<file path="src/hw/rtl/eeprom_emulation_log_store_core_defines.svh">
// ---------------------------------------------------------------------------
// Assertion macros for the log store core
// Shared concurrent check macros; empty when built for synthesis.
// ---------------------------------------------------------------------------
`ifndef EEPROM_EMULATION_LOG_STORE_CORE_DEFINES_SVH
`define EEPROM_EMULATION_LOG_STORE_CORE_DEFINES_SVH

`ifndef SYNTHESIS
// property must hold at every clock edge out of reset
`define EELS_ASSERT(lbl, clk, rst_n, prop) \
    lbl: assert property (@(posedge clk) disable iff (!rst_n) prop) \
        else $error("%m: assertion failed");
// expression must never be true out of reset
`define EELS_NEVER(lbl, clk, rst_n, expr) \
    lbl: assert property (@(posedge clk) disable iff (!rst_n) !(expr)) \
        else $error("%m: forbidden condition seen");
`else
`define EELS_ASSERT(lbl, clk, rst_n, prop)
`define EELS_NEVER(lbl, clk, rst_n, expr)
`endif

`endif

</file>
<file path="src/hw/rtl/eels_pkg.sv">
// ---------------------------------------------------------------------------
// eels_pkg
// Constants and controller/datapath command and status types.
// ---------------------------------------------------------------------------
`timescale 1ns / 1ps

package eels_pkg;

    localparam int SLOTS_DEF = 16;
    localparam int KEY_W     = 4;
    localparam int NKEYS     = 16;
    localparam int VAL_W     = 16;

    localparam logic [VAL_W-1:0] EMPTY_VALUE = '1;

    localparam logic OP_READ  = 1'b0;
    localparam logic OP_WRITE = 1'b1;

    // commands from the controller to the datapath
    typedef struct packed {
        logic accept;        // latch input word, read its mapped slot
        logic rd_comp;       // read the slot under the compaction index
        logic comp_start;    // clear map and fill, remember old fill
        logic comp_step;     // rewrite or drop the slot just read
        logic append;        // write the latched word into a new slot
        logic ld_out;        // load the result register
        logic res_read;
        logic res_appended;
        logic res_compacted;
        logic res_dropped;
    } t_cmd;

    // status from the datapath to the controller
    typedef struct packed {
        logic is_write;      // latched opcode is a write
        logic eq;            // latched value equals the key's current value
        logic full;          // last usable slot taken
        logic last;          // compaction index at the old fill
        logic out_free;      // result register can take a new word
    } t_status;

endpackage

</file>
<file path="src/hw/rtl/eels_if.sv">
// ---------------------------------------------------------------------------
// eels_if
// Valid/ready channels for request and response words.
// ---------------------------------------------------------------------------
`timescale 1ns / 1ps

interface eels_in_if;
    logic                        valid;
    logic                        ready;
    logic                        opcode;
    logic [eels_pkg::KEY_W-1:0]  key;
    logic [eels_pkg::VAL_W-1:0]  value;

    modport source (output valid, output opcode, output key, output value, input ready);
    modport sink   (input valid, input opcode, input key, input value, output ready);
endinterface

interface eels_out_if;
    logic                        valid;
    logic                        ready;
    logic [eels_pkg::VAL_W-1:0]  read_value;
    logic                        appended;
    logic                        compacted;
    logic                        dropped;

    modport source (output valid, output read_value, output appended, output compacted,
                    output dropped, input ready);
    modport sink   (input valid, input read_value, input appended, input compacted,
                    input dropped, output ready);
endinterface

</file>
<file path="src/hw/rtl/eels_datapath.sv">
// ---------------------------------------------------------------------------
// eels_datapath
// Slot memories, key-to-slot map, fill count and result register.
// ---------------------------------------------------------------------------
`timescale 1ns / 1ps
`include "eeprom_emulation_log_store_core_defines.svh"

module eels_datapath #(
    parameter int SLOTS = eels_pkg::SLOTS_DEF
) (
    input  logic                        i_clk,
    input  logic                        i_rst_n,
    input  eels_pkg::t_cmd              i_cmd,
    output eels_pkg::t_status           o_status,
    input  logic                        i_in_opcode,
    input  logic [eels_pkg::KEY_W-1:0]  i_in_key,
    input  logic [eels_pkg::VAL_W-1:0]  i_in_value,
    input  logic                        i_out_ready,
    output logic                        o_out_valid,
    output logic [eels_pkg::VAL_W-1:0]  o_read_value,
    output logic                        o_appended,
    output logic                        o_compacted,
    output logic                        o_dropped
);

    localparam int SW = $clog2(SLOTS);

    // slot memories; only slots 1..fill are ever read back
    logic [eels_pkg::KEY_W-1:0] r_mem_key [SLOTS];
    logic [eels_pkg::VAL_W-1:0] r_mem_val [SLOTS];

    logic [SW-1:0]              r_map [eels_pkg::NKEYS];
    logic [SW-1:0]              r_fill;
    logic [SW-1:0]              r_last;
    logic [SW-1:0]              r_idx;

    logic                       r_op;
    logic [eels_pkg::KEY_W-1:0] r_key;
    logic [eels_pkg::VAL_W-1:0] r_value;

    logic [eels_pkg::KEY_W-1:0] r_rd_key;
    logic [eels_pkg::VAL_W-1:0] r_rd_val;
    logic                       r_rd_zero;

    logic                       r_out_valid;
    logic [eels_pkg::VAL_W-1:0] r_out_read_value;
    logic                       r_out_appended;
    logic                       r_out_compacted;
    logic                       r_out_dropped;

    logic [SW-1:0]              fill_inc;
    logic [eels_pkg::VAL_W-1:0] cur;
    logic [SW-1:0]              hit_slot;
    logic                       comp_new;
    logic                       comp_we;
    logic                       we;
    logic [SW-1:0]              wr_addr;
    logic [eels_pkg::KEY_W-1:0] wr_key;
    logic [eels_pkg::VAL_W-1:0] wr_val;
    logic                       rd_en;
    logic [SW-1:0]              rd_addr;
    logic                       full;

    // address and data selection
    always_comb begin
        fill_inc = r_fill + SW'(1);
        cur      = r_rd_zero ? eels_pkg::EMPTY_VALUE : r_rd_val;
        hit_slot = r_map[r_rd_key];
        comp_new = (hit_slot == '0);
        // a key whose first surviving entry is empty gets no slot yet
        comp_we  = i_cmd.comp_step && !(comp_new && (r_rd_val == eels_pkg::EMPTY_VALUE));
        we       = i_cmd.append || comp_we;
        if (i_cmd.append) begin
            wr_addr = fill_inc;
            wr_key  = r_key;
            wr_val  = r_value;
        end else begin
            wr_addr = comp_new ? fill_inc : hit_slot;
            wr_key  = r_rd_key;
            wr_val  = r_rd_val;
        end
        rd_en   = i_cmd.accept || i_cmd.rd_comp;
        rd_addr = i_cmd.rd_comp ? r_idx : r_map[i_in_key];
        full    = (r_fill == SW'(SLOTS - 1));
    end

    // memory write and registered read
    always_ff @(posedge i_clk) begin
        if (we) begin
            r_mem_key[wr_addr] <= wr_key;
            r_mem_val[wr_addr] <= wr_val;
        end
        if (rd_en) begin
            r_rd_key  <= r_mem_key[rd_addr];
            r_rd_val  <= r_mem_val[rd_addr];
            r_rd_zero <= (rd_addr == '0);
        end
    end

    // hold the accepted request word
    always_ff @(posedge i_clk) begin
        if (i_cmd.accept) begin
            r_op    <= i_in_opcode;
            r_key   <= i_in_key;
            r_value <= i_in_value;
        end
    end

    // map, fill count and compaction walk
    always_ff @(posedge i_clk) begin
        if (!i_rst_n) begin
            for (int k = 0; k < eels_pkg::NKEYS; k++) begin
                r_map[k] <= '0;
            end
            r_fill <= '0;
            r_last <= '0;
            r_idx  <= '0;
        end else begin
            if (i_cmd.comp_start) begin
                for (int k = 0; k < eels_pkg::NKEYS; k++) begin
                    r_map[k] <= '0;
                end
                r_fill <= '0;
                r_last <= r_fill;
                r_idx  <= SW'(1);
            end
            if (i_cmd.comp_step) begin
                r_idx <= r_idx + SW'(1);
                if (comp_we && comp_new) begin
                    r_map[r_rd_key] <= fill_inc;
                    r_fill          <= fill_inc;
                end
            end
            if (i_cmd.append) begin
                r_map[r_key] <= fill_inc;
                r_fill       <= fill_inc;
            end
        end
    end

    // result register, freed when the word is taken
    always_ff @(posedge i_clk) begin
        if (!i_rst_n) begin
            r_out_valid <= 1'b0;
        end else if (i_cmd.ld_out) begin
            r_out_valid <= 1'b1;
        end else if (i_out_ready) begin
            r_out_valid <= 1'b0;
        end
    end

    always_ff @(posedge i_clk) begin
        if (i_cmd.ld_out) begin
            r_out_read_value <= i_cmd.res_read ? cur : '0;
            r_out_appended   <= i_cmd.res_appended;
            r_out_compacted  <= i_cmd.res_compacted;
            r_out_dropped    <= i_cmd.res_dropped;
        end
    end

    assign o_status.is_write = (r_op == eels_pkg::OP_WRITE);
    assign o_status.eq       = (r_value == cur);
    assign o_status.full     = full;
    assign o_status.last     = (r_idx == r_last);
    assign o_status.out_free = !r_out_valid || i_out_ready;

    assign o_out_valid  = r_out_valid;
    assign o_read_value = r_out_read_value;
    assign o_appended   = r_out_appended;
    assign o_compacted  = r_out_compacted;
    assign o_dropped    = r_out_dropped;

    // compaction rewrites in place: never ahead of the slot being read
    `EELS_ASSERT(a_comp_in_place, i_clk, i_rst_n, comp_we |-> (wr_addr <= r_idx))
    // an append always finds a free slot
    `EELS_NEVER(a_append_when_full, i_clk, i_rst_n, i_cmd.append && full)
    // a waiting result is never overwritten
    `EELS_ASSERT(a_load_when_free, i_clk, i_rst_n,
                 i_cmd.ld_out |-> (!r_out_valid || i_out_ready))

endmodule

</file>
<file path="src/hw/rtl/eels_ctrl.sv">
// ---------------------------------------------------------------------------
// eels_ctrl
// Sequencer for lookup, append and in-place compaction.
// ---------------------------------------------------------------------------
`timescale 1ns / 1ps
`include "eeprom_emulation_log_store_core_defines.svh"

module eels_ctrl (
    input  logic               i_clk,
    input  logic               i_rst_n,
    input  logic               i_in_valid,
    output logic               o_in_ready,
    input  eels_pkg::t_status  i_status,
    output eels_pkg::t_cmd     o_cmd
);

    typedef enum logic [2:0] {
        S_IDLE,
        S_EVAL,
        S_CRD,
        S_CWR,
        S_FIN
    } t_state;

    t_state r_state;
    t_state n_state;

    // decode commands and next state
    always_comb begin
        o_cmd   = '0;
        n_state = r_state;
        case (r_state)
            S_IDLE: begin
                if (i_in_valid) begin
                    o_cmd.accept = 1'b1;
                    n_state      = S_EVAL;
                end
            end
            S_EVAL: begin
                if (i_status.is_write && !i_status.eq && i_status.full) begin
                    o_cmd.comp_start = 1'b1;
                    n_state          = S_CRD;
                end else if (i_status.out_free) begin
                    o_cmd.ld_out = 1'b1;
                    n_state      = S_IDLE;
                    if (!i_status.is_write) begin
                        o_cmd.res_read = 1'b1;
                    end else if (!i_status.eq) begin
                        o_cmd.append       = 1'b1;
                        o_cmd.res_appended = 1'b1;
                    end
                end
            end
            S_CRD: begin
                o_cmd.rd_comp = 1'b1;
                n_state       = S_CWR;
            end
            S_CWR: begin
                o_cmd.comp_step = 1'b1;
                n_state         = i_status.last ? S_FIN : S_CRD;
            end
            S_FIN: begin
                if (i_status.out_free) begin
                    o_cmd.ld_out        = 1'b1;
                    o_cmd.res_compacted = 1'b1;
                    n_state             = S_IDLE;
                    if (i_status.full) begin
                        o_cmd.res_dropped = 1'b1;
                    end else begin
                        o_cmd.append       = 1'b1;
                        o_cmd.res_appended = 1'b1;
                    end
                end
            end
            default: begin
                n_state = S_IDLE;
            end
        endcase
    end

    // hold state
    always_ff @(posedge i_clk) begin
        if (!i_rst_n) begin
            r_state <= S_IDLE;
        end else begin
            r_state <= n_state;
        end
    end

    assign o_in_ready = (r_state == S_IDLE);

    // compaction only for a changing write into a full log
    `EELS_ASSERT(a_comp_needed, i_clk, i_rst_n,
                 o_cmd.comp_start |-> (i_status.is_write && !i_status.eq && i_status.full))
    // the walk ends right after the last old slot
    `EELS_ASSERT(a_walk_ends, i_clk, i_rst_n,
                 (r_state == S_CWR && i_status.last) |=> (r_state == S_FIN))

endmodule

</file>
<file path="src/hw/rtl/eeprom_emulation_log_store_core.sv">
// Emulated-EEPROM variable store kept as an append-only log of SLOTS key/value
// slots, slot 0 reserved. A read or a write first reads the key's mapped slot
// from the slot memory, then compares and appends once the result register is
// free. When the log is full, a changing write first compacts the log in place,
// walking the old slots through the single memory read and write port, reading
// and then rewriting or dropping each slot in turn. Input is held off during
// that walk. The result register lets the next word be accepted while a result
// waits. No clearing pass is needed after reset.
// ---------------------------------------------------------------------------
// eeprom_emulation_log_store_core
// Top level: controller, datapath and channel wiring.
// ---------------------------------------------------------------------------
`timescale 1ns / 1ps

module eeprom_emulation_log_store_core #(
    parameter int SLOTS = eels_pkg::SLOTS_DEF
) (
    input  logic      i_clk,
    input  logic      i_rst_n,
    eels_in_if.sink   i_req,
    eels_out_if.source o_rsp
);

    eels_pkg::t_cmd    cmd;
    eels_pkg::t_status status;
    logic              in_ready;

    // sequencer
    eels_ctrl u_ctrl (
        .i_clk      (i_clk),
        .i_rst_n    (i_rst_n),
        .i_in_valid (i_req.valid),
        .o_in_ready (in_ready),
        .i_status   (status),
        .o_cmd      (cmd)
    );

    // storage and result register
    eels_datapath #(
        .SLOTS (SLOTS)
    ) u_datapath (
        .i_clk        (i_clk),
        .i_rst_n      (i_rst_n),
        .i_cmd        (cmd),
        .o_status     (status),
        .i_in_opcode  (i_req.opcode),
        .i_in_key     (i_req.key),
        .i_in_value   (i_req.value),
        .i_out_ready  (o_rsp.ready),
        .o_out_valid  (o_rsp.valid),
        .o_read_value (o_rsp.read_value),
        .o_appended   (o_rsp.appended),
        .o_compacted  (o_rsp.compacted),
        .o_dropped    (o_rsp.dropped)
    );

    assign i_req.ready = in_ready;

endmodule

</file>
<file path="src/flat_wrapper.sv">
// flat-port wrapper written by rule: the top's interface ports become plain ports
module eeprom_emulation_log_store_core_flat 
#(
    parameter int SLOTS = eels_pkg::SLOTS_DEF
)
  (i_clk, i_rst_n, i_req_valid, i_req_opcode, i_req_key, i_req_value, i_req_ready, o_rsp_valid, o_rsp_read_value, o_rsp_appended, o_rsp_compacted, o_rsp_dropped, o_rsp_ready);
  eels_in_if i_req_i ();
  eels_out_if o_rsp_i ();
  input  logic i_clk;
  input  logic i_rst_n;
  input wire logic [$bits(i_req_i.valid)-1:0] i_req_valid;
  input wire logic [$bits(i_req_i.opcode)-1:0] i_req_opcode;
  input wire logic [$bits(i_req_i.key)-1:0] i_req_key;
  input wire logic [$bits(i_req_i.value)-1:0] i_req_value;
  output wire logic [$bits(i_req_i.ready)-1:0] i_req_ready;
  output wire logic [$bits(o_rsp_i.valid)-1:0] o_rsp_valid;
  output wire logic [$bits(o_rsp_i.read_value)-1:0] o_rsp_read_value;
  output wire logic [$bits(o_rsp_i.appended)-1:0] o_rsp_appended;
  output wire logic [$bits(o_rsp_i.compacted)-1:0] o_rsp_compacted;
  output wire logic [$bits(o_rsp_i.dropped)-1:0] o_rsp_dropped;
  input wire logic [$bits(o_rsp_i.ready)-1:0] o_rsp_ready;
  assign i_req_i.valid = i_req_valid;
  assign i_req_i.opcode = i_req_opcode;
  assign i_req_i.key = i_req_key;
  assign i_req_i.value = i_req_value;
  assign i_req_ready = i_req_i.ready;
  assign o_rsp_valid = o_rsp_i.valid;
  assign o_rsp_read_value = o_rsp_i.read_value;
  assign o_rsp_appended = o_rsp_i.appended;
  assign o_rsp_compacted = o_rsp_i.compacted;
  assign o_rsp_dropped = o_rsp_i.dropped;
  assign o_rsp_i.ready = o_rsp_ready;
  eeprom_emulation_log_store_core #(.SLOTS(SLOTS)) u_core (.i_clk(i_clk), .i_rst_n(i_rst_n), .i_req(i_req_i), .o_rsp(o_rsp_i));
endmodule
</file>
<file path="config.mk">
export PLATFORM = sky130hd
export DESIGN_NAME = eeprom_emulation_log_store_core_flat
export DESIGN_NICKNAME = d
export VERILOG_FILES = /design/src/hw/rtl/eels_pkg.sv /design/src/hw/rtl/eels_if.sv /design/src/hw/rtl/eels_datapath.sv /design/src/hw/rtl/eels_ctrl.sv /design/src/hw/rtl/eeprom_emulation_log_store_core.sv /design/src/flat_wrapper.sv
export VERILOG_INCLUDE_DIRS = /design/src /design/src/hw/rtl
export SDC_FILE = /design/constraint.sdc
export NUM_CORES = 1
export LEC_CHECK = 0
export BUFFER_PORTS_ARGS = -buffer_cell sky130_fd_sc_hd__buf_2
export CAP_MARGIN = 20
export CORE_MARGIN = 2
export CORE_UTILIZATION = 45
export DETAILED_ROUTE_END_ITERATION = 6
export PLACE_DENSITY = 0.59
export SETUP_SLACK_MARGIN = 0.15
export SYNTH_ARGS = -nofsm -noshare
export SYNTH_HDL_FRONTEND = slang
export SYNTH_SLANG_ARGS = --single-unit
</file>
<file path="constraint.sdc">
create_clock -name i_clk -period 10.8 [get_ports i_clk]
set_clock_uncertainty 0.05 [all_clocks]
set_input_delay 1.08 -clock i_clk [delete_from_list [all_inputs] [get_ports i_clk]]
set_output_delay 1.08 -clock i_clk [all_outputs]
set_load 0.05 [all_outputs]
</file>
# Yosys cells after proc, flatten, opt, wreduce, memory -nomap -nowiden
# Memories as Yosys holds them, arrays and structs flattened. A register that Yosys moved wholly into a read port is not among the register bits.
# Index checks and enable logic that the tools add are counted.
word_totals:
  reg_bits: 57
  mem_bits_rw: 384
  input_bits: 25
  out_inout_bits: 21
  wordCells: 134
  memories: 3
mem_list:
  columns: ["name", "depth", "width", "read_ports", "rd_ports_with_merged_regs", "write_ports", "line", "text"]
  rows:
  - ["u_core.u_datapath.r_mem_val", 16, 16, 1, 1, 1, "eels_datapath.sv:30", "logic [eels_pkg::VAL_W-1:0] r_mem_val [SLOTS];"]
  - ["u_core.u_datapath.r_map", 16, 4, 2, 0, 16, "eels_datapath.sv:32", "logic [SW-1:0] r_map [eels_pkg::NKEYS];"]
  - ["u_core.u_datapath.r_mem_key", 16, 4, 1, 1, 1, "eels_datapath.sv:29", "logic [eels_pkg::KEY_W-1:0] r_mem_key [SLOTS];"]
classes:
  add_sub_neg: 2
  n_eq_ne: 9
  muxes: 72
  n_bitwise: 16
  reduce_logical: 19
op_table:
  columns: ["cell", "n"]
  rows:
  - ["2-to-1 mux 4 bit", 32]
  - ["2-to-1 mux 16 bit", 2]
  - ["2-to-1 mux 1 bit", 29]
  - ["equality test 16 bit", 1]
  - ["equality test 16 bit (second input constant)", 1]
  - ["OR 1 bit", 16]
  - ["2-to-1 mux 3 bit", 5]
  - ["case mux 3 bit (5 select lines)", 1]
  - ["adder 4 x 1 -> 4 bit (second input constant)", 2]
  - ["logical NOT 4 bit", 2]
  - ["OR reduction 4 bit", 2]
  - ["equality test 3 x 2 -> 1 bit (second input constant)", 2]
  - ["logical AND 1 bit", 5]
  - ["equality test 4 bit", 1]
  - ["equality test 4 bit (second input constant)", 1]
  - ["case mux 2 bit (2 select lines)", 1]
  - ["nonzero test 2 bit", 2]
  - ["equality test 3 x 1 -> 1 bit (second input constant)", 1]
  - ["equality test 3 bit (second input constant)", 1]
  - ["logical NOT 1 bit", 3]
  - ["logical NOT 3 bit", 1]
  - ["logical OR 1 bit", 3]
  - ["2-to-1 mux 2 bit", 1]
  - ["inequality test 2 bit (second input constant)", 1]
  - ["other kinds (2)", 2]

# Depth between registers and ports, before layout
# Gate-level depths: netlist of the first run.
depth:
  ltp_word: 13
  mapped_depth: 13
  ltp_nobuf: 8

# Modules after synthesis
# Synthesis of the first run repeated with hierarchy kept, for this count alone.
unflattened:
  cells_unflattened: 1340
  hier_area_um2: 19899.1
modules_own_cells:
  columns: ["module", "n_inst", "cells_each", "area_each_um2", "seq_area_each_um2"]
  rows:
  - ["eels_datapath", 1, 1299, 19603.8, 13623.1]
  - ["eels_ctrl", 1, 41, 295.3, 60.1]

# Least setup slack after synthesis of the first run
# Ideal clock, no wire load.
synth_timing:
  path_type: "input to register"
  from: "in o_rsp_ready"
  to: "mem u_core.u_datapath.r_mem_key[4][0] (netlist bit) (enable)"
  setup_time_ns: 0.422
  arrival_ns: 3.680
  required_time_ns: 10.328
  slack_ns: 6.647
  path_stages: 7
  n_path_buf: 1
  cell_sequence: "nand2b_1 and2_1 nand3_1 o21a_1 buf_4 o221a_2 nor3_1"
synth_between:
  elab_chain_cells: 7
  elab_cells_between_ends: 9
  cone_classes: "mux: 7; reduce/logical: 2"
synth_rtl:
  columns: ["item", "line", "text"]
  rows:
  - ["from (decl)", "flat_wrapper.sv:21", "input wire logic [$bits(o_rsp_i.ready)-1:0] o_rsp_ready;"]
  - ["logical OR 1 bit (*)", "eels_datapath.sv:165", "assign o_status.out_free = !r_out_valid || i_out_ready;"]
  - ["2-to-1 mux 4 bit", "eels_ctrl.sv:43", "end else if (i_status.out_free) begin"]
  - ["2-to-1 mux 4 bit", "eels_ctrl.sv:40", "if (i_status.is_write && !i_status.eq && i_status.full) begin"]
  - ["case mux 2 bit (2 select lines) (*)", "eels_ctrl.sv:32", "case (r_state)"]
  - ["logical OR 1 bit", "eels_datapath.sv:72", "we = i_cmd.append || comp_we;"]
  - ["2-to-1 mux 1 bit", "eels_datapath.sv:89", "if (we) begin"]
  - ["2-to-1 mux 1 bit (not written as such)", "eels_datapath.sv:90", "r_mem_key[wr_addr] <= wr_key;"]
  - ["to (decl)", "eels_datapath.sv:29", null]
# Every way passes the cells marked *; elsewhere a longest branch is shown, timed or not.

# Worst setup path after layout of the first run
layout_timing:
  from: "in i_req_key[1]"
  to: "reg u_core.u_datapath.r_rd_val[14] (netlist bit) (read register of u_core.u_datapath.r_mem_val) (data pin)"
layout_between:
  elab_chain_cells: 2
layout_rtl:
  columns: ["item", "line", "text"]
  rows:
  - ["from (decl)", "flat_wrapper.sv:13", "input wire logic [$bits(i_req_i.key)-1:0] i_req_key;"]
  - ["memory (16 x 4 bit)", null, null]
  - ["2-to-1 mux 4 bit", "eels_datapath.sv:83", "rd_addr = i_cmd.rd_comp ? r_idx : r_map[i_in_key];"]
  - ["to (decl)", "eels_datapath.sv:42", "logic [eels_pkg::VAL_W-1:0] r_rd_val;"]
# No other way between the ends.
# A chain may end at the register's enable or synchronous reset.

==> results of run 1 <==
-- worst paths after layout --
kind,to,slack [ns],cells past startpoint
setup reg to reg,u_core.u_datapath.r_mem_val[7][11]$_DFFE_PP_,6.52,11
hold reg to reg,u_core.u_datapath.r_last[0]$_SDFFE_PN0P_,0.45,2
hold / removal,u_core.u_datapath.r_last[0]$_SDFFE_PN0P_,0.45,2
setup / recovery,u_core.u_datapath.r_rd_val[14]$_DFFE_PP_,6.45,10
-- state kept, by name (all words and copies together) (netlist names) --
| signal | flops |
|---|---|
| u_core.u_ctrl.r_state | 3 |
| u_core.u_datapath.o_appended | 1 |
| u_core.u_datapath.o_compacted | 1 |
| u_core.u_datapath.o_dropped | 1 |
| u_core.u_datapath.o_out_valid | 1 |
| u_core.u_datapath.o_read_value | 16 |
| u_core.u_datapath.r_fill | 4 |
| u_core.u_datapath.r_idx | 4 |
| u_core.u_datapath.r_key | 4 |
| u_core.u_datapath.r_last | 4 |
| u_core.u_datapath.r_map | 64 |
| u_core.u_datapath.r_mem_key | 64 |
| u_core.u_datapath.r_mem_val | 256 |
| u_core.u_datapath.r_op | 1 |
| u_core.u_datapath.r_rd_key | 4 |
| u_core.u_datapath.r_rd_val | 16 |
| u_core.u_datapath.r_rd_zero | 1 |
| u_core.u_datapath.r_value | 16 |
-- routing by layer --
layer / part of all wire / GRT usage / vias to the layer above
li1: - / - / 5431
met1: 0.45 / 0.337 / 6194
met2: 0.45 / 0.338 / 482
met3: 0.080 / 0.0488 / 79
met4: 0.024 / 0.0680 / 0
met5: 0 / 0 / -
-- tightest hold or removal path, delay by kind of cell (launching register included) --
family | cells | cell delay (ns)
AO/OA/AOI/OAI | 2 | 0.13
flip-flops | 1 | 0.32
-- report_power, final --
group	internal, mW	switching [mW]	leakage [nW]
registers	2.06	0.0582	4.24
logic	0.179	0.339	2.57
clock network	0.921	0.683	0.740
-- cell families after synthesis --
| kind of cell | after synthesis |
|---|---|
| AOI/OAI and AO/OA | 196 |
| xor gates and xnor gates | 14 |
| adders and majority gates | 2 |
| buffers and inverters | 91 |
| DFF | 461 |
| muxes | 197 |
| and+or+nand+nor | 378 |
-- Yosys cell counts (8+ instances only) --
| cell | number |
|---|---|
| clkbuf_1 | 31 |
| buf_6 | 13 |
| edfxtp_1 | 445 |
| nand3_1 | 23 |
| dfxtp_1 | 16 |
| buf_2 | 26 |
| a32o_1 | 31 |
| mux4_2 | 19 |
| nand4_1 | 8 |
| nor2_1 | 62 |
| o22ai_1 | 22 |
| a22oi_1 | 14 |
| nand2_1 | 101 |
| mux2i_1 | 116 |
| a21oi_1 | 15 |
| nor4_1 | 13 |
| a22o_1 | 31 |
| xor2_1 | 9 |
| and3_1 | 10 |
| nor3b_1 | 15 |
| nor4_2 | 12 |
| nor3_1 | 74 |
| mux2_2 | 62 |
| nor2b_1 | 19 |
| o21ai_0 | 35 |
-- layout make-up --
class	instances	area (um^2)	area share
Clock buffer	64	1300	0.0572
Clock inverter	21	220	0.00968
Inverter	8	30.0	0.00132
Multi-Input combinational cell	787	6140	0.270
Sequential cell	461	13700	0.601
Tap cell	592	741	0.0325
Timing Repair Buffer	94	637	0.0280
-- metrics by stage --
stage	cells	hold WS, ns	utilization	power (mW)
CTS	2027	0.446	0.515	4.27
global placement	1939	0.425	0.479	2.66
finish	2027	0.446	0.515	4.24
detailed placement	1942	0.438	0.480	2.67
global route	2027	0.466	0.515	4.39
floorplan	1339	0.412	-	2.50
==> Implementation_results.wiki, run 1 <==
{| class="wikitable"
! Metric !! Value
|-
| Run status || finished clean
|-
| Clock tree sinks || 461
|-
| Number of hold-slack violations in the final timing report || 0
|-
| Routed length per instance || 26.1 um
|-
| Starting DRT DRC Count || 1364
|-
| Lkg Pwr || 7.55 nW
|-
| Per-instance average area after synthesis || 15.1 um^2
|-
| Share of the synthesized netlist area taken by xor and xnor gates || 0.00608
|-
| Delay of the slowest cell on the worst path || 0.89 ns
|-
| Critical path type || in -> reg
|-
| Number of global-route vias before repair || 11816
|-
| Number of buffers added by the clock tree synthesis step || 48
|-
| Overall routed net length || 52800 um
|-
| Buffer cell driving the clock tree root || clkbuf_16
|-
| Max_cap viols || 0
|-
| Critical path cell sequence || buf_2, mux4_2, nor2_2, o41a_1, nand2_4, buf_4, nor3_1, buf_4, a22o_1, nor4_1
|-
| Share of synthesized cell area in full adder, half adder and majority cells || 0.00124
|-
| Buffers inserted during post-CTS setup optimization || 0
|-
| Crit-path max FO || 78
|-
| Setup repair after global routing missed its margin || no
|-
| Area growth, synth to finish || 12.8%
|-
| Worst Path Required || 11.12 ns
|-
| Power density cells || 186 mW/mm^2
|-
| Number of ports placed on the die boundary || 46
|-
| Vias/cell || 6.01
|-
| Critical path buffer and inverter count || 3
|-
| CP most frequent cell || buf_4
|-
| Tmin final || 4.35 ns
|-
| Critical path arrival || 4.68 ns
|-
| Post-route cell area || 0.0228 mm^2
|-
| TritonCTS clock tree || done
|-
| Category of the worst setup path capture point || register
|-
| Die extent in x || 216 um
|-
| Max H-tree Level || 2
|-
| Initial standard-cell utilization of the core || 0.456
|-
| Fill cell count || 3684
|-
| Dominant synthesized flop cell || edfxtp_1
|-
| Global-route usage over all layers || 0.228
|-
| Remaining number of nets flagged by the antenna check after routing || 0
|-
| R2r startpoint || u_core.u_datapath.r_rd_zero$_DFFE_PP_
|-
| Number of remaining DRC errors || 0
|-
| Worst min-delay path class || reg -> reg
|-
| Sequential fraction of the synthesis area || 0.678
|-
| Top delay family on crit path || buffers and inverters
|-
| Core ar. || 0.0442 mm^2
|-
| Share of final-layout standard cells stronger than drive strength 1 || 0.208
|-
| Maximum number of buffers from clock root to sink || 3
|-
| Cts hold-fix bufs || 0
|-
| Dominant combinational cell family by area after synthesis || multiplexers
|-
| Minimum setup slack in the final design || 6.45 ns
|-
| Dpl ws || 5.83 ns
|-
| Length of the first detailed-routing pass in iterations || 5
|-
| Compound-Gate Fraction of Synth Area || 0.0774
|-
| Count of vias placed by the detailed router || 12186
|-
| Setup crit start kind || input port
|-
| Antenna violations before repair || 4
|-
| Detailed placer's ending HPWL || 32100 um
|-
| Ys Warns || 0
|-
| Insertion delay of the later-clocked pin in the worst-skew pair || 0.60 ns
|-
| Die outline area || 0.0466 mm^2
|-
| Highest-delay cell along the critical path || buf_4
|-
| Worst slew slack as a fraction of its limit || 0.252
|-
| Leading cell type in the layout, fill and taps excluded || edfxtp_1
|-
| Number of synthesized flops with an enable pin || 445
|-
| Maximum clock frequency || 230 MHz
|-
| Worst setup path startpoint || i_req_key[1]
|-
| Maximum number of pins on one net before global-route repair || 79
|-
| First-pass GRT wire length || 77900 um
|-
| Total of cells resized after clock tree synthesis || 0
|-
| Cells taking the most area after synthesis || edfxtp_1, mux2i_1, mux2_2
|-
| Post-CTS clock slew at the launch and capture registers of the worst setup and hold paths || 0.06 ns
|-
| Most used cells in the layout excluding fill and tap cells || edfxtp_1, mux2i_1, nand2_1, mux2_2, nor2_1
|-
| Final period util || 0.403
|-
| Count of input and output buffers || 45
|-
| Transition at the pin with the smallest max-transition slack || 1.12 ns
|-
| Site row count || 77
|-
| Diode count || 0
|-
| Synth Cell Area || 0.0202 mm^2
|-
| Number of pins with negative max-slew slack in the final report || 0
|-
| Area leader, netlist || edfxtp_1
|-
| Total setup violations reported at the end of the flow || 0
|-
| Total Neg Setup Slack || 0 ns
|-
| DP Area || 0.0212 mm^2
|-
| Mux share of post-synthesis cell area || 0.113
|-
| Gate Count Post-Synth || 1339
|-
| Number of distinct library cells after synthesis || 71
|-
| Post-synthesis register bit count || 461
|-
| Synth Area in Simple Gates || 0.0986
|-
| Total grt overflow || 0
|-
| Number of nets in the layout || 1427
|-
| Async SR Flop Fraction || 0
|-
| Total nets after synthesis || 1366
|-
| Y dimension of the die || 216 um
|-
| Routability congestion estimate from global placement || 0.878
|-
| VDD IR-drop max || 132 uV
|-
| Area share of the largest cell type after synthesis || 0.662
|-
| Hold path start || u_core.u_datapath.r_last[0]$_SDFFE_PN0P_
|}
No activity file was read; power rests on OpenSTA's default activity.
==> run 2: changes to the inputs <==
--- a/config.mk
+++ b/config.mk
@@ -6,12 +6,13 @@
 export SDC_FILE = /design/constraint.sdc
 export NUM_CORES = 1
 export LEC_CHECK = 0
+export ABC_AREA = 1
 export BUFFER_PORTS_ARGS = -buffer_cell sky130_fd_sc_hd__buf_2
 export CAP_MARGIN = 20
 export CORE_MARGIN = 2
 export CORE_UTILIZATION = 45
 export DETAILED_ROUTE_END_ITERATION = 6
-export PLACE_DENSITY = 0.59
+export PLACE_DENSITY = 0.58
 export SETUP_SLACK_MARGIN = 0.15
 export SYNTH_ARGS = -nofsm -noshare
 export SYNTH_HDL_FRONTEND = slang
==> constraint.sdc (replaced) <==
create_clock -name i_clk -period 4.5 [get_ports i_clk]
set_clock_uncertainty 0.05 [all_clocks]
set_input_delay 0.45 -clock i_clk [delete_from_list [all_inputs] [get_ports i_clk]]
set_output_delay 0.45 -clock i_clk [all_outputs]
set_load 0.05 [all_outputs]
==> Implementation_results.wiki, run 2 <==
{| class="wikitable"
! Metric !! Value
|-
| Area growth, synth to finish || 13.3% (was 12.8%)
|-
| Number of hold-slack violations in the final timing report || 0 (unchanged)
|-
| Maximum clock frequency || 272 MHz
|-
| Transition at the pin with the smallest max-transition slack || 0.876 ns (was 1.12 ns)
|-
| Number of nets in the layout || 2225 (was 1427)
|-
| Max H-tree Level || 2 (unchanged)
|-
| TritonCTS clock tree || done (unchanged)
|-
| Total power after layout || 10.7 mW (was 4.24 mW)
|-
| RR Endpoint || u_core.u_datapath.r_mem_val[13][2]$_DFFE_PP_ (was u_core.u_datapath.r_mem_val[7][11]$_DFFE_PP_)
|-
| Remaining number of nets flagged by the antenna check after routing || 0 (unchanged)
|-
| Critical path type || reg -> reg (was in -> reg)
|-
| Share of total power in the clock network || 0.377 (was 0.378)
|-
| Post-layout util || 0.515 (about the same)
|-
| Min-Delay Path Depth || 1 (was 2)
|-
| Overall routed net length || 57300 um (was 52800 um)
|-
| Length of the first detailed-routing pass in iterations || 6 (was 5)
|-
| Dominant synthesized flop cell || edfxtp_1 (unchanged)
|-
| Top delay family on crit path || simple AND/OR/NAND/NOR gates (was buffers and inverters)
|-
| Worst Path Required || 4.75 ns (was 11.12 ns)
|-
| Area share of the largest cell type after synthesis || 0.618 (was 0.662)
|-
| Category of the worst setup path capture point || register (unchanged)
|-
| Number of distinct library cells after synthesis || 40 (was 71)
|-
| Die extent in x || 223 um (was 216 um)
|-
| Vias/cell || 5.39 (was 6.01)
|-
| Routed length per instance || 20.1 um (was 26.1 um)
|-
| Clock tree sinks || 461 (unchanged)
|-
| Post-route worst hold slack || 0.130 ns (was 0.446 ns)
|-
| Total grt overflow || 0 (unchanged)
|-
| Post-placement cell count || 2743 (was 1942)
|-
| Highest-delay cell along the critical path || edfxtp_1 (was buf_4)
|-
| Area occupied by multi-input gates || 0.00637 mm^2 (was 0.00614 mm^2)
|-
| Fill cell count || 4233 (was 3684)
|-
| Length in cells of the worst reg-to-reg path || 15 (was 11)
|-
| Maximum number of pins on one net before global-route repair || 65 (was 79)
|-
| Initial standard-cell utilization of the core || 0.455 (was 0.456)
|-
| Hold path start || i_req_key[3] (was u_core.u_datapath.r_last[0]$_SDFFE_PN0P_)
|-
| Number of synthesized flops with an enable pin || 445 (unchanged)
|-
| Comb pwr share || 0.149 (was 0.122)
|-
| Tmin final || 3.67 ns
|-
| Cells taking the most area after synthesis || edfxtp_1, nand2_1, nand3_1 (was edfxtp_1, mux2i_1, mux2_2)
|-
| Insertion delay of the later-clocked pin in the worst-skew pair || 0.59 ns (was 0.60 ns)
|-
| Async SR Flop Fraction || 0 (unchanged)
|-
| Die outline area || 0.0498 mm^2 (was 0.0466 mm^2)
|-
| VDD IR-drop max || 306 uV (was 132 uV)
|-
| Power density cells || 435 mW/mm^2 (was 186 mW/mm^2)
|-
| Synth Cell Area || 0.0216 mm^2 (was 0.0202 mm^2)
|-
| Delay of the slowest cell on the worst path || 0.92 ns (was 0.89 ns)
|-
| Critical path arrival || 3.92 ns (was 4.68 ns)
|-
| Count of input and output buffers || 45 (unchanged)
|-
| R2r startpoint || u_core.u_datapath.r_rd_zero$_DFFE_PP_ (unchanged)
|-
| Maximum number of buffers from clock root to sink || 3 (unchanged)
|-
| Cell internal power dissipation || 7.76 mW (was 3.16 mW)
|-
| Critical path cell sequence || inv_1, nand3_1, nand2_1, nor2_1, nand2_1, nor2_1, nand2_1, nand3_2, nand2_4, nand2_2, o21ai_0, o21ai_0, nand2_1, nor2_2, buf_12 (was buf_2, mux4_2, nor2_2, o41a_1, nand2_4, buf_4, nor3_1, buf_4, a22o_1, nor4_1)
|-
| Starting DRT DRC Count || 1400 (was 1364)
|-
| Core ar. || 0.0475 mm^2 (was 0.0442 mm^2)
|-
| Number of remaining DRC errors || 0 (unchanged)
|-
| Detailed placer's ending HPWL || 36200 um (was 32100 um)
|-
| Most repeated cell in the gate-level netlist after synthesis || nand2_1 (was edfxtp_1)
|-
| Top post-synthesis cells by count || nand2_1, edfxtp_1, nand3_1 (was edfxtp_1, mux2i_1, nand2_1)
|-
| Gate Count Post-Synth || 2128 (was 1339)
|-
| Global-route usage over all layers || 0.232 (was 0.228)
|-
| Buffer cell driving the clock tree root || clkbuf_16 (unchanged)
|-
| Number of pins with negative max-slew slack in the final report || 0 (unchanged)
|-
| Setup crit start kind || register (was input port)
|-
| Switching part of the total || 0.273 (was 0.255)
|-
| Worst min-delay path class || in -> reg (was reg -> reg)
|-
| Sequential fraction of the synthesis area || 0.633 (was 0.678)
|-
| Crit-path max FO || 29 (was 78)
|-
| End of the worst hold path || u_core.u_datapath.r_key[3]$_DFFE_PP_ (was u_core.u_datapath.r_last[0]$_SDFFE_PN0P_)
|-
| Worst slew slack as a fraction of its limit || 0.416 (was 0.252)
|-
| Total setup violations reported at the end of the flow || 0 (unchanged)
|-
| NetSw || 2.91 mW (was 1.08 mW)
|-
| Diode count || 0 (unchanged)
|-
| CP most frequent cell || nand2_1 (was buf_4)
|-
| Buffers inserted during post-CTS setup optimization || 0 (unchanged)
|-
| Area leader, netlist || edfxtp_1 (unchanged)
|-
| Leading cell type in the layout, fill and taps excluded || nand2_1 (was edfxtp_1)
|-
| Critical path buffer and inverter count || 2 (was 3)
|-
| Per-instance average area after synthesis || 10.2 um^2 (was 15.1 um^2)
|-
| Final period util || 0.816
|-
| Post-CTS clock slew at the launch and capture registers of the worst setup and hold paths || 0.06 ns (about the same)
|-
| Total Neg Setup Slack || 0 ns (unchanged)
|-
| Setup repair after global routing missed its margin || no (unchanged)
|-
| Most used cells in the layout excluding fill and tap cells || nand2_1, edfxtp_1, nand3_1, inv_1, nand3b_1 (was edfxtp_1, mux2i_1, nand2_1, mux2_2, nor2_1)
|-
| Total nets after synthesis || 2155 (was 1366)
|-
| Y dimension of the die || 223 um (was 216 um)
|-
| Largest registers || u_core.u_datapath.r_mem_val: 256 flops, u_core.u_datapath.r_map: 64 flops, u_core.u_datapath.r_mem_key: 64 flops (unchanged)
|-
| Max_cap viols || 0 (unchanged)
|-
| Count of vias placed by the detailed router || 15364 (was 12186)
|-
| Sequential power share || 0.474 (was 0.500)
|-
| Register with the highest flop count || u_core.u_datapath.r_mem_val (unchanged)
|-
| Lkg Pwr || 9.75 nW (was 7.55 nW)
|-
| Number of global-route vias before repair || 14964 (was 11816)
|-
| Seq. cell area || 0.0137 mm^2 (unchanged)
|-
| Ys Warns || 0 (unchanged)
|-
| Run status || finished clean (unchanged)
|-
| Flip-flop count of the largest register, all copies and words added || 256 (unchanged)
|-
| Site row count || 80 (was 77)
|-
| Number of standard cells in the final layout excluding fillers || 2851 (was 2027)
|-
| Post-synthesis register bit count || 461 (unchanged)
|-
| Antenna violations before repair || 0 (was 4)
|-
| First-pass GRT wire length || 88000 um (was 77900 um)
|-
| Number of buffers added by the clock tree synthesis step || 50 (was 48)
|-
| Number of ports placed on the die boundary || 46 (unchanged)
|-
| Routability congestion estimate from global placement || 0.883 (was 0.878)
|-
| Share of final-layout standard cells stronger than drive strength 1 || 0.133 (was 0.208)
|-
| Internal reg-to-reg setup slack || 0.83 ns (was 6.52 ns)
|}
## run 2: changes by cell type after synthesis, sizes merged, moves of 31 or more
cell,change
nand2,+452
nand3,+245
inv,+234
mux2i,-116
nand3b,+80
o21ai,+65
mux2,-62
a22o,-31
a32o,-31
## run 2: through the flow
step | area (um^2) | setup WS, ns
global route | 24500 | 0.435
global placement | 22700 | 0.794
CTS | 24500 | 0.875
finish | 24500 | 0.829
floorplan | 21600 | 1.20
detailed placement | 22700 | 0.899
## run 2: power groups by stage
stage / clock network (mW) / registers (mW) / logic (mW)
after global placement: 0 / 5.15 / 1.55
after global routing: 4.24 / 5.07 / 1.76
after floorplan: 0 / 5.16 / 0.998
after CTS: 4.08 / 5.06 / 1.59
final: 4.02 / 5.06 / 1.59
after detailed placement: 0 / 5.15 / 1.57
## run 2: worst max path at each step
stage,startpoint,end,cells past startpoint
6_report,u_core.u_datapath.r_rd_zero$_DFFE_PP_,u_core.u_datapath.r_mem_val[13][2]$_DFFE_PP_,15
5_1_grt,u_core.u_datapath.r_rd_zero$_DFFE_PP_,u_core.u_datapath.r_mem_val[13][2]$_DFFE_PP_,15
4_1_cts,u_core.u_datapath.r_rd_zero$_DFFE_PP_,u_core.u_datapath.r_mem_val[2][10]$_DFFE_PP_,17
3_5_place_dp,u_core.u_datapath.r_rd_zero$_DFFE_PP_,u_core.u_datapath.r_mem_val[2][14]$_DFFE_PP_,17
3_3_place_gp,i_req_key[1],u_core.u_datapath.r_rd_val[11]$_DFFE_PP_,14
2_1_floorplan,u_core.u_ctrl.r_state[0]$_SDFFE_PN0P_,u_core.u_datapath.r_rd_key[0]$_DFFE_PP_,5
## run 2: layout make-up
class	instances	share of cell area
clock inverter	27	0.0105
multi-input combinational	1286	0.260
inverter	251	0.0384
timing repair buffer	148	0.0474
sequential	461	0.558
clock buffer	63	0.0539
tap	615	0.0314
## run 2: cells by family after synthesis
logic type	synth area share
buf+inv	0.0772
simple gates	0.240
compound gates	0.0462
flops	0.633
fa+ha+maj	0.00116
xor+xnor	0.00283
## run 2: routing by layer
metal  share of wire  global-route usage  vias up
li1                -                   -     7337
met1            0.42               0.298     7481
met2            0.50               0.403      440
met3           0.051              0.0269      106
met4           0.032              0.0894        0
met5               0                   0        -
## run 2: timing repair
action                                  4_1_cts  5_1_grt
hold endpoints to repair                     17        0
gates resized for setup                       0        0
endpoints found under the setup margin        0        0
hold buffers                                 17        0
==> run 3: changes to the inputs <==
--- a/config.mk
+++ b/config.mk
@@ -12,7 +12,7 @@
 export CORE_MARGIN = 2
 export CORE_UTILIZATION = 45
 export DETAILED_ROUTE_END_ITERATION = 6
-export PLACE_DENSITY = 0.58
+export PLACE_DENSITY = 0.61
 export SETUP_SLACK_MARGIN = 0.15
 export SYNTH_ARGS = -nofsm -noshare
 export SYNTH_HDL_FRONTEND = slang
==> constraint.sdc (replaced) <==
create_clock -name i_clk -period 3.3 [get_ports i_clk]
set_clock_uncertainty 0.05 [all_clocks]
set_input_delay 0.33 -clock i_clk [delete_from_list [all_inputs] [get_ports i_clk]]
set_output_delay 0.33 -clock i_clk [all_outputs]
set_load 0.05 [all_outputs]
==> Implementation_results.wiki, run 3 (synthesis gave the netlist of run 2 again) <==
{| class="wikitable"
! Metric !! Value
|-
| Register with the highest flop count || u_core.u_datapath.r_mem_val (unchanged)
|-
| Minimum setup slack in the final design || 0.114 ns (was 0.829 ns)
|-
| Worst min-delay path class || in -> reg (unchanged)
|-
| Critical path type || reg -> reg (unchanged)
|-
| Fill cell count || 4150 (was 4233)
|-
| Setup repair after global routing missed its margin || yes (was no)
|-
| Maximum number of pins on one net before global-route repair || 82 (was 65)
|-
| Antenna violations before repair || 0 (unchanged)
|-
| Buffer cell driving the clock tree root || clkbuf_16 (unchanged)
|-
| Starting DRT DRC Count || 1566 (was 1400)
|-
| Maximum clock frequency || 314 MHz (was 272 MHz)
|-
| Total grt overflow || 0 (unchanged)
|-
| Count of vias placed by the detailed router || 15601 (was 15364)
|-
| Number of hold-slack violations in the final timing report || 0 (unchanged)
|-
| Routability congestion estimate from global placement || 0.897 (was 0.883)
|-
| Final period util || 0.966 (was 0.816)
|-
| Min-Delay Path Depth || 1 (unchanged)
|-
| Insertion delay of the later-clocked pin in the worst-skew pair || 0.61 ns (was 0.59 ns)
|-
| Count of input and output buffers || 45 (unchanged)
|-
| Run status || finished clean (unchanged)
|-
| Maximum number of buffers from clock root to sink || 3 (unchanged)
|-
| Length in cells of the worst reg-to-reg path || 18 (was 15)
|-
| Crit-path max FO || 10 (was 29)
|-
| Die extent in x || 223 um (unchanged)
|-
| First-pass GRT wire length || 85700 um (was 88000 um)
|-
| Power density cells || 571 mW/mm^2 (was 435 mW/mm^2)
|-
| Number of nets in the layout || 2257 (was 2225)
|-
| Area growth, synth to finish || 16.9% (was 13.3%)
|-
| TritonCTS clock tree || done (unchanged)
|-
| Post-route worst hold slack || 0.0811 ns (was 0.130 ns)
|-
| Transition at the pin with the smallest max-transition slack || 0.578 ns (was 0.876 ns)
|-
| Global-route usage over all layers || 0.224 (was 0.232)
|-
| Most used cells in the layout excluding fill and tap cells || nand2_1, edfxtp_1, nand3_1, inv_1, nand3b_1 (unchanged)
|-
| Diode count || 0 (unchanged)
|-
| Overall routed net length || 56800 um (was 57300 um)
|-
| Leading cell type in the layout, fill and taps excluded || nand2_1 (unchanged)
|-
| DP Area || 0.0230 mm^2 (was 0.0227 mm^2)
|-
| VDD IR-drop max || 458 uV (was 306 uV)
|-
| Core ar. || 0.0475 mm^2 (unchanged)
|-
| Number of remaining DRC errors || 0 (unchanged)
|-
| Length of the first detailed-routing pass in iterations || 5 (was 6)
|-
| Clock tree sinks || 461 (unchanged)
|-
| Critical path arrival || 3.45 ns (was 3.92 ns)
|-
| Setup crit start kind || register (unchanged)
|-
| Largest registers || u_core.u_datapath.r_mem_val: 256 flops, u_core.u_datapath.r_map: 64 flops, u_core.u_datapath.r_mem_key: 64 flops (unchanged)
|-
| Initial standard-cell utilization of the core || 0.455 (unchanged)
|-
| Max H-tree Level || 2 (unchanged)
|-
| Post-placement cell count || 2758 (was 2743)
|-
| Y dimension of the die || 223 um (unchanged)
|-
| Post-CTS clock slew at the launch and capture registers of the worst setup and hold paths || 0.06 ns (about the same)
|-
| Number of ports placed on the die boundary || 46 (unchanged)
|-
| Flip-flop count of the largest register, all copies and words added || 256 (unchanged)
|-
| Number of pins with negative max-slew slack in the final report || 0 (unchanged)
|-
| Worst Path Required || 3.57 ns (was 4.75 ns)
|-
| Total Neg Setup Slack || 0 ns (unchanged)
|-
| Remaining number of nets flagged by the antenna check after routing || 0 (unchanged)
|-
| Number of standard cells in the final layout excluding fillers || 2881 (was 2851)
|-
| Routed length per instance || 19.7 um (was 20.1 um)
|-
| Total setup violations reported at the end of the flow || 0 (unchanged)
|-
| Post-route cell area || 0.0253 mm^2 (was 0.0245 mm^2)
|-
| Number of global-route vias before repair || 15061 (was 14964)
|-
| Lkg Pwr || 10.0 nW (was 9.75 nW)
|-
| Worst slew slack as a fraction of its limit || 0.615 (was 0.416)
|-
| Dpl ws || -0.168 ns (was 0.899 ns)
|-
| Total power after layout || 14.5 mW (was 10.7 mW)
|-
| Vias/cell || 5.42 (was 5.39)
|-
| Max_cap viols || 0 (unchanged)
|-
| Post-layout util || 0.532 (was 0.515)
|-
| Share of final-layout standard cells stronger than drive strength 1 || 0.161 (was 0.133)
|-
| Tmin final || 3.19 ns (was 3.67 ns)
|-
| Category of the worst setup path capture point || register (unchanged)
|-
| Site row count || 80 (unchanged)
|-
| Detailed placer's ending HPWL || 34800 um (was 36200 um)
|-
| Die outline area || 0.0498 mm^2 (unchanged)
|-
| Number of buffers added by the clock tree synthesis step || 49 (was 50)
|}
run 3: cell types whose count changed in the layout (fill, tap and decap cells not counted), sizes merged:
| cell | before | now |
|---|---|---|
| clkinvlp | 3 | 4 |
| clkbuf | 63 | 67 |
| dlygate4sd3 | 17 | 18 |
| inv | 243 | 241 |
| bufinv | 5 | 2 |
| clkinv | 27 | 33 |
| buf | 131 | 154 |
run 3: layout make-up:
class | count | area [um^2] | area share
Timing Repair Buffer | 181 | 1830 | 0.0723
Clock buffer | 58 | 1260 | 0.0498
Sequential cell | 461 | 13700 | 0.541
Multi-Input combinational cell | 1286 | 6560 | 0.259
Clock inverter | 29 | 243 | 0.00960
Tap cell | 615 | 769 | 0.0304
Inverter | 251 | 950 | 0.0375
run 3: layer usage:
metal / track usage / part of all wire / vias to the layer above
li1: - / - / 7410
met1: 0.290 / 0.42 / 7539
met2: 0.381 / 0.49 / 535
met3: 0.0296 / 0.056 / 117
met4: 0.0933 / 0.034 / 0
met5: 0 / 0 / -
run 3: repair_timing:
item | CTS | global route
pin swaps | 0 | 5
endpoints found under the setup margin | 320 | 390
hold buffers | 18 | 0
resized for setup | 6 | 71
cloned | 0 | 10
hold endpoints to repair | 18 | 0
setup buffers | 0 | 8
run 3: critical path, cell delays in order (launching register included):
cell and delay, ns:
edfxtp_1 0.51, buf_12 0.21, clkinvlp_4 0.16, nand3_2 0.08, nand2_1 0.07, nor2_1 0.04
nand2_1 0.08, nor2_2 0.05, nand2_2 0.10, nand3_4 0.11, nand2_8 0.14, nand2_8 0.07
buf_6 0.14, o21ai_1 0.14, o21ai_2 0.18, inv_2 0.11, nand2_2 0.11, nor2_4 0.29
clkbuf_16 0.25
run 3: final timing paths:
path / startpoint / end / slack (ns)
worst max register to register: u_core.u_datapath.r_rd_zero$_DFFE_PP_ / u_core.u_datapath.r_mem_val[1][8]$_DFFE_PP_ / 0.11
worst min register to register: u_core.u_datapath.r_last[3]$_SDFFE_PN0P_ / u_core.u_datapath.r_last[3]$_SDFFE_PN0P_ / 0.42
worst max-delay path: u_core.u_datapath.r_rd_zero$_DFFE_PP_ / u_core.u_datapath.r_mem_val[1][8]$_DFFE_PP_ / 0.11
worst min-delay path: i_req_key[2] / u_core.u_datapath.r_key[2]$_DFFE_PP_ / 0.08
run 3: power by group:
part           total (mW)  internal [mW]  switching (mW)
sequential           6.88           6.78          0.0960
clock                5.17           2.89            2.28
combinational        2.40          0.697            1.71
total                14.5           10.4            4.08
